--- config.mk ---
export PLATFORM = sky130hd
export DESIGN_NAME = k_stacks_shared_array
export DESIGN_NICKNAME = d
export VERILOG_FILES = /design/src/design/ksa_pkg.sv /design/src/design/k_stacks_shared_array.sv /design/src/design/ksa_ram.sv
export SDC_FILE = /design/constraint.sdc
export NUM_CORES = 1
export LEC_CHECK = 0
export BUFFER_PORTS_ARGS = -buffer_cell sky130_fd_sc_hd__buf_4
export CAP_MARGIN = 25
export CORE_ASPECT_RATIO = 0.9
export CORE_MARGIN = 5
export CORE_UTILIZATION = 55
export DETAILED_ROUTE_END_ITERATION = 7
export PLACE_DENSITY = 0.82
export SETUP_SLACK_MARGIN = 0.02
export SLEW_MARGIN = 20
export SYNTH_ARGS = -nofsm -noshare
export SYNTH_HDL_FRONTEND = slang
export SYNTH_HIERARCHICAL = 1
export SYNTH_SLANG_ARGS = --single-unit
export TNS_END_PERCENT = 100
--- constraint.sdc ---
create_clock -name clock -period 11.3 [get_ports clock]
set_clock_uncertainty 0.2 [all_clocks]
set_input_delay 0.565 -clock clock [delete_from_list [all_inputs] [get_ports clock]]
set_output_delay 0.565 -clock clock [all_outputs]
set_load 0.05 [all_outputs]
--- src/design/ksa_pkg.sv ---
package ksa_pkg;

   localparam logic OP_PUSH = 1'b0;
   localparam logic OP_POP  = 1'b1;

   localparam logic [1:0] ST_OK    = 2'd0;
   localparam logic [1:0] ST_FULL  = 2'd1;
   localparam logic [1:0] ST_EMPTY = 2'd2;

   typedef struct packed {
      logic               opcode;
      logic [1:0]         stack_id;
      logic signed [31:0] push_value;
   } req_type;

   typedef struct packed {
      logic signed [31:0] pop_value;
      logic [1:0]         status;
      logic               store_full;
      logic               stack_empty;
   } rsp_type;

endpackage

--- src/design/k_stacks_shared_array.sv ---
// NUM_STACKS LIFO stacks share one store of NUM_ENTRIES entries through a
// linked free list. Each request pushes a word onto a stack or pops one
// from it and yields one response with a status (ok, full, empty), the
// popped word, and whether the store is full and the addressed stack is
// empty afterwards. Stack tops, links and data live in synchronous RAMs
// with registered reads. A push reads the stack top and the free head's
// link, then writes back in PUSH_WB; a pop reads the top, reads its link
// and data in POP_RD, then writes back in POP_WB; a refused pop answers
// from POP_RD. One request is in flight at a time; a stalled response
// holds the write-back until the response register frees. The link RAM
// needs no clearing pass after reset: a fill count marks the entries
// never taken from the free list, whose links read as the next index.
module k_stacks_shared_array #(
   parameter int NUM_STACKS  = 4,
   parameter int NUM_ENTRIES = 16,
   parameter int DATA_WIDTH  = 32
) (
   input  logic             clock,
   input  logic             reset,
   input  logic             req_valid,
   output logic             req_ready,
   input  ksa_pkg::req_type req_payload,
   output logic             rsp_valid,
   input  logic             rsp_ready,
   output ksa_pkg::rsp_type rsp_payload
);

   localparam int PW = $clog2(NUM_ENTRIES + 1);
   localparam int EW = $clog2(NUM_ENTRIES);
   localparam int SW = NUM_STACKS > 1 ? $clog2(NUM_STACKS) : 1;
   localparam int IW = SW > 2 ? SW : 2;
   localparam int XW = DATA_WIDTH > 32 ? DATA_WIDTH : 32;
   localparam logic [PW-1:0] NULL_IDX = PW'(NUM_ENTRIES);

   typedef enum logic [1:0] {IDLE, PUSH_WB, POP_RD, POP_WB} state_type;

   function automatic logic [SW-1:0] sid_to_idx(input logic [1:0] s);
      logic [IW-1:0] w;
      w = IW'(s);
      return w[SW-1:0];
   endfunction

   state_type        state_ff, state_in;
   ksa_pkg::req_type req_ff;
   logic [PW-1:0]    free_head_ff, free_head_in;
   logic [PW-1:0]    fill_ff, fill_in;
   logic [PW-1:0]    entry_ff, entry_in;
   logic [NUM_STACKS-1:0] top_vld_ff, top_vld_in;
   logic             rsp_valid_ff, rsp_valid_in;
   ksa_pkg::rsp_type rsp_ff, rsp_in;

   logic             accept, rsp_free, valid_id;
   logic [SW-1:0]    sid_idx;
   logic [PW-1:0]    top_cur, link_next;

   logic             top_we, top_re, link_we, link_re, data_we, data_re;
   logic [SW-1:0]    top_waddr, top_raddr;
   logic [PW-1:0]    top_wdata, top_rdata;
   logic [EW-1:0]    link_waddr, link_raddr, data_waddr, data_raddr;
   logic [PW-1:0]    link_wdata, link_rdata;
   logic [DATA_WIDTH-1:0] data_wdata, data_rdata;
   logic [XW-1:0]    wide_in, wide_out;

   ksa_ram #(.WIDTH(PW), .DEPTH(NUM_STACKS)) u_top_ram (
      .clock   (clock),
      .wr_en   (top_we),
      .wr_addr (top_waddr),
      .wr_data (top_wdata),
      .rd_en   (top_re),
      .rd_addr (top_raddr),
      .rd_data (top_rdata)
   );

   ksa_ram #(.WIDTH(PW), .DEPTH(NUM_ENTRIES)) u_link_ram (
      .clock   (clock),
      .wr_en   (link_we),
      .wr_addr (link_waddr),
      .wr_data (link_wdata),
      .rd_en   (link_re),
      .rd_addr (link_raddr),
      .rd_data (link_rdata)
   );

   ksa_ram #(.WIDTH(DATA_WIDTH), .DEPTH(NUM_ENTRIES)) u_data_ram (
      .clock   (clock),
      .wr_en   (data_we),
      .wr_addr (data_waddr),
      .wr_data (data_wdata),
      .rd_en   (data_re),
      .rd_addr (data_raddr),
      .rd_data (data_rdata)
   );

   assign req_ready   = (state_ff == IDLE);
   assign accept      = req_valid && req_ready;
   assign rsp_free    = !rsp_valid_ff || rsp_ready;
   assign rsp_valid   = rsp_valid_ff;
   assign rsp_payload = rsp_ff;

   assign sid_idx  = sid_to_idx(req_ff.stack_id);
   assign valid_id = 32'(req_ff.stack_id) < 32'(NUM_STACKS);
   assign top_cur  = (valid_id && top_vld_ff[sid_idx]) ? top_rdata : NULL_IDX;
   // entries at or beyond the fill count were never written; their link is the next index
   assign link_next = (free_head_ff >= fill_ff) ? free_head_ff + PW'(1) : link_rdata;

   assign wide_in  = XW'($unsigned(req_ff.push_value));
   assign wide_out = XW'($signed(data_rdata));

   always_comb begin
      state_in     = state_ff;
      free_head_in = free_head_ff;
      fill_in      = fill_ff;
      entry_in     = entry_ff;
      top_vld_in   = top_vld_ff;
      rsp_valid_in = rsp_valid_ff && !rsp_ready;
      rsp_in       = rsp_ff;

      top_re     = accept;
      top_raddr  = sid_to_idx(req_payload.stack_id);
      top_we     = 1'b0;
      top_waddr  = sid_idx;
      top_wdata  = link_rdata;
      link_re    = accept;
      link_raddr = free_head_ff[EW-1:0];
      link_we    = 1'b0;
      link_waddr = entry_ff[EW-1:0];
      link_wdata = free_head_ff;
      data_re    = 1'b0;
      data_raddr = top_cur[EW-1:0];
      data_we    = 1'b0;
      data_waddr = free_head_ff[EW-1:0];
      data_wdata = wide_in[DATA_WIDTH-1:0];

      unique case (state_ff)
         IDLE: begin
            if (accept) begin
               state_in = (req_payload.opcode == ksa_pkg::OP_PUSH) ? PUSH_WB : POP_RD;
            end
         end
         PUSH_WB: begin
            if (rsp_free) begin
               state_in             = IDLE;
               rsp_valid_in         = 1'b1;
               rsp_in.pop_value     = '0;
               if (valid_id && free_head_ff != NULL_IDX) begin
                  free_head_in = link_next;
                  if (free_head_ff == fill_ff) begin
                     fill_in = fill_ff + PW'(1);
                  end
                  top_we              = 1'b1;
                  top_wdata           = free_head_ff;
                  top_vld_in[sid_idx] = 1'b1;
                  link_we             = 1'b1;
                  link_waddr          = free_head_ff[EW-1:0];
                  link_wdata          = top_cur;
                  data_we             = 1'b1;
                  rsp_in.status       = ksa_pkg::ST_OK;
                  rsp_in.store_full   = (link_next == NULL_IDX);
                  rsp_in.stack_empty  = 1'b0;
               end else begin
                  rsp_in.status       = ksa_pkg::ST_FULL;
                  rsp_in.store_full   = (free_head_ff == NULL_IDX);
                  rsp_in.stack_empty  = (top_cur == NULL_IDX);
               end
            end
         end
         POP_RD: begin
            entry_in   = top_cur;
            link_raddr = top_cur[EW-1:0];
            if (top_cur != NULL_IDX) begin
               link_re  = 1'b1;
               data_re  = 1'b1;
               state_in = POP_WB;
            end else if (rsp_free) begin
               state_in           = IDLE;
               rsp_valid_in       = 1'b1;
               rsp_in.pop_value   = '0;
               rsp_in.status      = ksa_pkg::ST_EMPTY;
               rsp_in.store_full  = (free_head_ff == NULL_IDX);
               rsp_in.stack_empty = 1'b1;
            end
         end
         POP_WB: begin
            if (rsp_free) begin
               state_in           = IDLE;
               top_we             = 1'b1;
               link_we            = 1'b1;
               free_head_in       = entry_ff;
               rsp_valid_in       = 1'b1;
               rsp_in.pop_value   = wide_out[31:0];
               rsp_in.status      = ksa_pkg::ST_OK;
               rsp_in.store_full  = 1'b0;
               rsp_in.stack_empty = (link_rdata == NULL_IDX);
            end
         end
         default: begin
            state_in = IDLE;
         end
      endcase
   end

   always_ff @(posedge clock) begin
      if (reset) begin
         state_ff     <= IDLE;
         free_head_ff <= '0;
         fill_ff      <= '0;
         top_vld_ff   <= '0;
         rsp_valid_ff <= 1'b0;
      end else begin
         state_ff     <= state_in;
         free_head_ff <= free_head_in;
         fill_ff      <= fill_in;
         top_vld_ff   <= top_vld_in;
         rsp_valid_ff <= rsp_valid_in;
      end
      if (accept) begin
         req_ff <= req_payload;
      end
      entry_ff <= entry_in;
      rsp_ff   <= rsp_in;
   end

   a_free_head_filled: assert property (@(posedge clock) disable iff (reset)
      free_head_ff != NULL_IDX |-> free_head_ff <= fill_ff)
      else $error("free head beyond fill count");

   a_fill_bound: assert property (@(posedge clock) disable iff (reset)
      fill_ff <= NULL_IDX)
      else $error("fill count overflow");

   a_rsp_from_finish: assert property (@(posedge clock) disable iff (reset)
      $rose(rsp_valid_ff) |-> $past(state_ff) != IDLE)
      else $error("response loaded outside a finishing state");

   a_push_done: assert property (@(posedge clock) disable iff (reset)
      state_ff == PUSH_WB && rsp_free |=> state_ff == IDLE && rsp_valid_ff)
      else $error("push write-back did not complete");

endmodule

--- src/design/ksa_ram.sv ---
module ksa_ram #(
   parameter int WIDTH = 32,
   parameter int DEPTH = 16
) (
   input  logic                                  clock,
   input  logic                                  wr_en,
   input  logic [(DEPTH > 1 ? $clog2(DEPTH) : 1)-1:0] wr_addr,
   input  logic [WIDTH-1:0]                      wr_data,
   input  logic                                  rd_en,
   input  logic [(DEPTH > 1 ? $clog2(DEPTH) : 1)-1:0] rd_addr,
   output logic [WIDTH-1:0]                      rd_data
);

   logic [WIDTH-1:0] mem_ff [DEPTH];
   logic [WIDTH-1:0] rd_data_ff;

   always_ff @(posedge clock) begin
      if (wr_en) begin
         mem_ff[wr_addr] <= wr_data;
      end
      if (rd_en) begin
         rd_data_ff <= mem_ff[rd_addr];
      end
   end

   assign rd_data = rd_data_ff;

endmodule

## Word-level counts from Yosys, hierarchy flattened

Memory sizes are Yosys's and may differ from the RTL's. A register that Yosys moved wholly into a read port is not among the register bits.
Cells that the tools add are included.

| word-level totals | value |
|---|---|
| word-level logic and storage cells | 98 |
| output and inout bits | 38 |
| memories | 3 |
| register bits | 92 |
| RAM bits | 612 |

| operators by class | value |
|---|---|
| $lt $le $gt $ge | 3 |
| eq/ne operators | 16 |
| $add $sub $neg | 2 |
| reductions and logical operators | 14 |
| bitwise gates (word level) | 1 |
| mux-type cells | 47 |

Memory list:

| name | depth | bits a word | read ports | clocked after memory_dff | write ports | RTL line | RTL |
|---|---|---|---|---|---|---|---|
| u_data_ram.mem_ff | 16 | 32 | 1 | 1 | 1 | ksa_ram.sv:14 | `logic [WIDTH-1:0] mem_ff [DEPTH];` |
| u_link_ram.mem_ff | 16 | 5 | 1 | 1 | 1 | ksa_ram.sv:14 |  |
| u_top_ram.mem_ff | 4 | 5 | 1 | 1 | 1 | ksa_ram.sv:14 |  |

Operators with widths:

| kind | count |
|---|---|
| 2-to-1 mux 36 bit | 4 |
| case mux 36 bit (3 select lines) | 1 |
| 2-to-1 mux 5 bit | 11 |
| == test 5 bit, second input constant | 4 |
| 2-to-1 mux 1 bit | 16 |
| 2-to-1 mux 4 bit | 4 |
| adder 5 x 1 -> 5 bit, second input constant | 2 |
| != test 2 bit, second input constant | 5 |
| != test 5 bit, second input constant | 2 |
| case mux 5 bit (2 select lines) | 1 |
| 2-to-1 mux 2 bit | 4 |
| AND reduction 4 bit | 2 |
| case mux 2 bit (3 select lines) | 1 |
| == test 5 bit | 1 |
| >= comparator 5 bit | 1 |
| AND reduction 5 bit | 1 |
| == test 2 bit, second input constant | 2 |
| bitwise OR 4 bit | 1 |
| case mux 1 bit (2 select lines) | 2 |
| logical AND 1 bit | 3 |
| less-than comparator 2 x 3 -> 1 bit, second input constant | 1 |
| 2-to-1 mux 3 bit | 1 |
| AND reduction 3 bit | 1 |
| nonzero test 3 bit | 1 |
| other kinds (10) | 11 |

## Logic depth before layout (Yosys ltp)

| logic depth | value |
|---|---|
| depth after elaboration | 7 |
| mapped depth | 9 |
| gate-level depth less buffers | 9 |

## Modules after synthesis

Netlist, hierarchy kept.

Modules (own cells, without submodules):

| module | instances | cells each | sequential area each (um^2) | area each (um^2) |
|---|---|---|---|---|
| ksa_ram at u_data_ram | 1 | 838 | 16335.7 | 20155.6 |
| k_stacks_shared_array | 1 | 312 | 2592.5 | 3907.5 |
| ksa_ram at u_link_ram | 1 | 155 | 2552.4 | 3263.1 |
| ksa_ram at u_top_ram | 1 | 35 | 750.7 | 905.9 |

## Worst setup path before layout

Ideal clock, no wire load.

| path | value |
|---|---|
| path type | register to register |
| from | reg free_head_ff[0] |
| to | mem u_data_ram.mem_ff[0][0] (enable) |
| path buffers | 0 |
| clock period less this slack | 4.792 ns |
| setup slack | 6.508 ns |
| arrival time | 4.131 ns |
| setup time | 0.461 ns |
| cell stages (with the launch flop) | 8 |
| data required time | 10.639 ns |
| cells stage by stage | dfxtp_1 > inv_1 > ha_1 > nand4bb_4 > nand4_2 > inv_2 > or3b_2 > nor3_1 |

| on the way | value |
|---|---|
| word-level cells in the longest chain between the ends | 6 |

RTL lines:

| item | RTL line | RTL |
|---|---|---|
| from (decl) | k_stacks_shared_array.sv:45 | `logic [PW-1:0] free_head_ff, free_head_in;` |
| from (signal assigned) | k_stacks_shared_array.sv:211 | `free_head_ff <= free_head_in;` |
| != test 5 bit | k_stacks_shared_array.sv:145 | `if (valid_id && free_head_ff != NULL_IDX) begin` |
| 2-to-1 mux 1 bit | k_stacks_shared_array.sv:145 |  |
| 2-to-1 mux 1 bit | k_stacks_shared_array.sv:141 | `if (rsp_free) begin` |
| 2-to-1 mux 1 bit | k_stacks_shared_array.sv:134 | `unique case (state_ff)` |
| via data_we | k_stacks_shared_array.sv:56 | `logic top_we, top_re, link_we, link_re, data_we, data_re;` |
| 2-to-1 mux 1 bit | ksa_ram.sv:18 | `if (wr_en) begin` |
| 2-to-1 mux 1 bit (implied by the code) | ksa_ram.sv:19 | `mem_ff[wr_addr] <= wr_data;` |
| to (decl) | ksa_ram.sv:14 |  |

The timed path passes the listed nets, and every way through them passes these cells.

## Final worst setup path

| path | value |
|---|---|
| from | reg free_head_ff[0] |
| to | mem u_data_ram.mem_ff[12][28] (enable) |

The elaborated chain is that of the path after synthesis.

==> key figures <==
Setup path
  – Slowest cell on crit path: nor3_2
  – Origin of the critical flop-to-flop path: free_head_ff[0]$_SDFFE_PP0P_
  – Data arrival, critical path: ~4600 ps
  – Crit Path Class: flip-flop to flip-flop
  – CP Max Fanout: 24
  – Critical path's top delay family: simple AND/OR/NAND/NOR gates
  – R2r setup slk: 6690 ps
  – CP endpoint kind: flip-flop
  – Critical path buffers and inverters: 3
  – Critical Path Max Stage Delay: ~860 ps
  – Data required time of the worst path: 11330 ps
  – R2R depth: 8
  – Startpoint types: flip-flop
  – R2R Path End: u_data_ram/mem_ff[12][28]$_DFFE_PP_
  – Critical path cell sequence: inv_1 > ha_1 > nand4bb_4 > nand4_2 > inv_2 > nand3_1 > nor3_2 > buf_4

Worst hold path
  – Hold Crit Class: input port to flip-flop
  – Worst Hold Launch: req_payload[33]
  – Hold Crit Depth: 1
  – Hold EP: sid_idx[1]$_DFFE_PP_

Finish
  – Final Cell Area: approximately 0.033 mm²
  – Ant diodes: 0
  – Area delta synth->final: 15.5%
  – Layout cells sized above 1: 0.264
  – Nets: 1540

Pwr
  – Static leakage: ~10 nW
  – Max rail drop VDD: about 0.13 mV
  – PwrDens: 182 mW/mm²

Route
  – DR vias/cell: roughly 6.5
  – 1st-pass router iterations: 5
  – 1st-iter DRT viols: 1998
  – Total Wirelength: 66.0 mm
  – Antenna Nets Post-Route: 0
  – Vias: between 10000 and 15000
  – DRC viols: 0
  – WL/cell: 29.6 µm

Placed design
  – Routability cong.: roughly 0.86
  – HPWL Detailed: around 32 mm
  – Port bufs: 76
  – DP Area: between 0.02 and 0.03 mm²

Synth
  – EDFF count, synth: 729
  – Avg Cell Area, Syn: 21.1 µm²
  – Post-Synthesis Cells: ~1300
  – Ys Warns: 6
  – Post-synth ARST share: 0
  – Cell variety after synth: 54
  – Top FF cell, synth: edfxtp_1
  – Synthesized flop and latch total: approximately 750
  – Sequential element share of the synthesized area: 0.787
  – Syn_nets: approximately 1400
  – Synthesized area: approximately 0.028 mm²

Clock tree
  – CTS Sinks: about 750
  – CTS Buf Count: between 70 and 80
  – CTS Root Cell: clkbuf_16
  – Clock buffer depth: 3
  – CTS tree: yes
  – Worst-Skew Late Latency: slightly above 600 ps
  – Maximum level of the CTS H-tree: 3
  – Post-CTS Resized: 0
  – Worst-path clk slew: approximately 70 ps

Timing
  – Fin crit period: ~4600 ps
  – Number of hold violations in the final report: 0
  – RSZ-0062 raised after global routing: no
  – Worst hold margin: about 21 ps
  – Slew HR: 0.238
  – Worst-margin pin slew: 1140 ps
  – TNS Setup: 0 ps
  – Final Slew Violations: 0
  – Endpoints failing setup: 0
  – Tcrit/Tclk final: 0.408
  – Max frequency: 217 MHz

Floorplan
  – Die X: ~250 µm
  – Die Ht: ~220 µm
  – Starting Density: 0.557
  – Core Region: 0.0507 mm²
  – Die Area: ~0.056 mm²
  – # IOs: 77
  – Row cnt: 78

GRT
  – Initial antenna violation count: 0
  – Aggregate global-route resource usage: 0.238
  – Largest net degree at the start of global routing: 82
  – Total gr overflow: 0
  – Vias in the first global route: approximately 15000
  – First-pass GRT wire length: between 90 and 100 mm

Run
  – Max-cap viol count: 0

Run status
  – Outcome: completed
-- per-stage QoR --
stage,total power [mW],setup slack [ps],std cells,util
floorplan,3.41,6510,1340,-
global placement,3.52,7070,2059,0.586
detailed placement,3.53,6930,2066,0.590
CTS,5.96,6690,2226,0.644
global route,6.12,6520,2227,0.644
finish,5.94,6690,2227,0.644
-- where the power goes --
part / internal, mW / total, mW / switching [mW] / leakage (nW)
Combinational: 0.114 / 0.317 / 0.203 / 2.52
Sequential: 3.11 / 3.18 / 0.0624 / 6.75
Clock: 1.42 / 2.45 / 1.02 / 1.16
-- worst max-delay path by stage --
| stage | from | to | cells past startpoint |
|---|---|---|---|
| after floorplan | free_head_ff[0]$_SDFFE_PP0P_ | u_data_ram/mem_ff[0][0]$_DFFE_PP_ | 7 |
| after global placement | free_head_ff[0]$_SDFFE_PP0P_ | u_data_ram/mem_ff[12][19]$_DFFE_PP_ | 8 |
| after detailed placement | free_head_ff[0]$_SDFFE_PP0P_ | u_data_ram/mem_ff[12][22]$_DFFE_PP_ | 8 |
| after CTS | state_ff[0]$_SDFFE_PP0P_ | u_data_ram/mem_ff[12][28]$_DFFE_PP_ | 5 |
| after global routing | free_head_ff[0]$_SDFFE_PP0P_ | u_data_ram/mem_ff[12][28]$_DFFE_PP_ | 8 |
| final | free_head_ff[0]$_SDFFE_PP0P_ | u_data_ram/mem_ff[12][28]$_DFFE_PP_ | 8 |
-- synth_stat cells, drive strengths merged, types with 2 or more instances --
| library cell | count | share of area |
|---|---|---|
| nand4 | 3 | 0.00089 |
| a31oi | 4 | 0.00089 |
| o21ai | 11 | 0.0019 |
| nor2b | 5 | 0.0011 |
| inv | 17 | 0.0023 |
| nand2b | 8 | 0.0018 |
| nand3 | 19 | 0.0034 |
| buf | 37 | 0.0076 |
| and2 | 3 | 0.00075 |
| o21a | 2 | 0.00053 |
| mux2i | 4 | 0.0014 |
| xor2 | 3 | 0.00093 |
| mux4 | 154 | 0.12 |
| nor3 | 12 | 0.0021 |
| nand2 | 75 | 0.010 |
| a21o | 2 | 0.00053 |
| o311a | 2 | 0.00071 |
| a21oi | 10 | 0.0018 |
| and3b | 2 | 0.00062 |
| or3b | 2 | 0.00062 |
| xnor2 | 4 | 0.0012 |
| a22oi | 69 | 0.018 |
| a221oi | 2 | 0.00084 |
| a22o | 3 | 0.0010 |
| ha | 8 | 0.0035 |
| clkbuf | 27 | 0.0036 |
| nor4 | 5 | 0.0013 |
| and3 | 33 | 0.0073 |
| nor2 | 52 | 0.0069 |
| dfxtp | 17 | 0.012 |
| o22ai | 2 | 0.00044 |
| edfxtp | 729 | 0.78 |
| nand3b | 4 | 0.0011 |
-- logic make-up (layout without fill, tap and decap cells) --
family                     count (synthesis)  after routing  synth area share
buffers and inverters                     81            288            0.0135
xor gates and xnor gates                   7              7           0.00217
and+or+nand+nor                          228            228            0.0401
muxes                                    158            158             0.124
adders and majority gates                  8              8           0.00355
DFF                                      746            746             0.787
AOI/OAI and AO/OA                        112            112            0.0290
-- routing by layer --
metal	vias up	routed length, µm	global-route usage
li1	5848	-	-
met1	7453	23400	0.314
met2	1011	33300	0.398
met3	174	6890	0.0548
met4	0	2480	0.0835
met5	-	0	0
-- cell type report --
class / instances / area, µm²
Sequential cell: 746 / 22200
Fill cell: 3051 / 18000
Multi-Input combinational cell: 513 / 5770
Clock buffer: 87 / 1910
Timing Repair Buffer: 143 / 1290
Tap cell: 680 / 851
Clock inverter: 41 / 480
Inverter: 17 / 73.8
-- repair_timing --
item | 4_1_cts | 5_1_grt
hold endpoints to repair | 32 | 0
buffers inserted | 0 | 0
setup endpoints to repair | 0 | 0
hold buffers | 32 | 0
-- layout by cell type (no fill, tap or decap), types with 9 or more instances in the layout --
| cell | count |
|---|---|
| dlygate4sd3_1 | 32 |
| and3_1 | 33 |
| a22oi_1 | 69 |
| mux4_2 | 154 |
| clkbuf_16 | 74 |
| nor2_1 | 37 |
| nand2_1 | 74 |
| clkbuf_1 | 12 |
| edfxtp_1 | 729 |
| buf_4 | 103 |
| inv_1 | 13 |
| nand3_1 | 19 |
| nor2_4 | 15 |
| clkinv_1 | 14 |
| bufinv_16 | 9 |
| a21oi_1 | 10 |
| dfxtp_1 | 15 |
-- registers in the layout (all words and copies together) (netlist names), 4 cells and up --
name / count
data_wdata: 32
entry_ff: 5
fill_ff: 5
free_head_ff: 5
rsp_payload: 36
top_vld_ff: 4
u_data_ram/mem_ff: 512
u_data_ram/rd_data: 32
u_link_ram/mem_ff: 80
u_link_ram/rd_data: 5
u_top_ram/mem_ff: 20
u_top_ram/rd_data: 5
No activity file was read; power rests on OpenSTA's default activity.
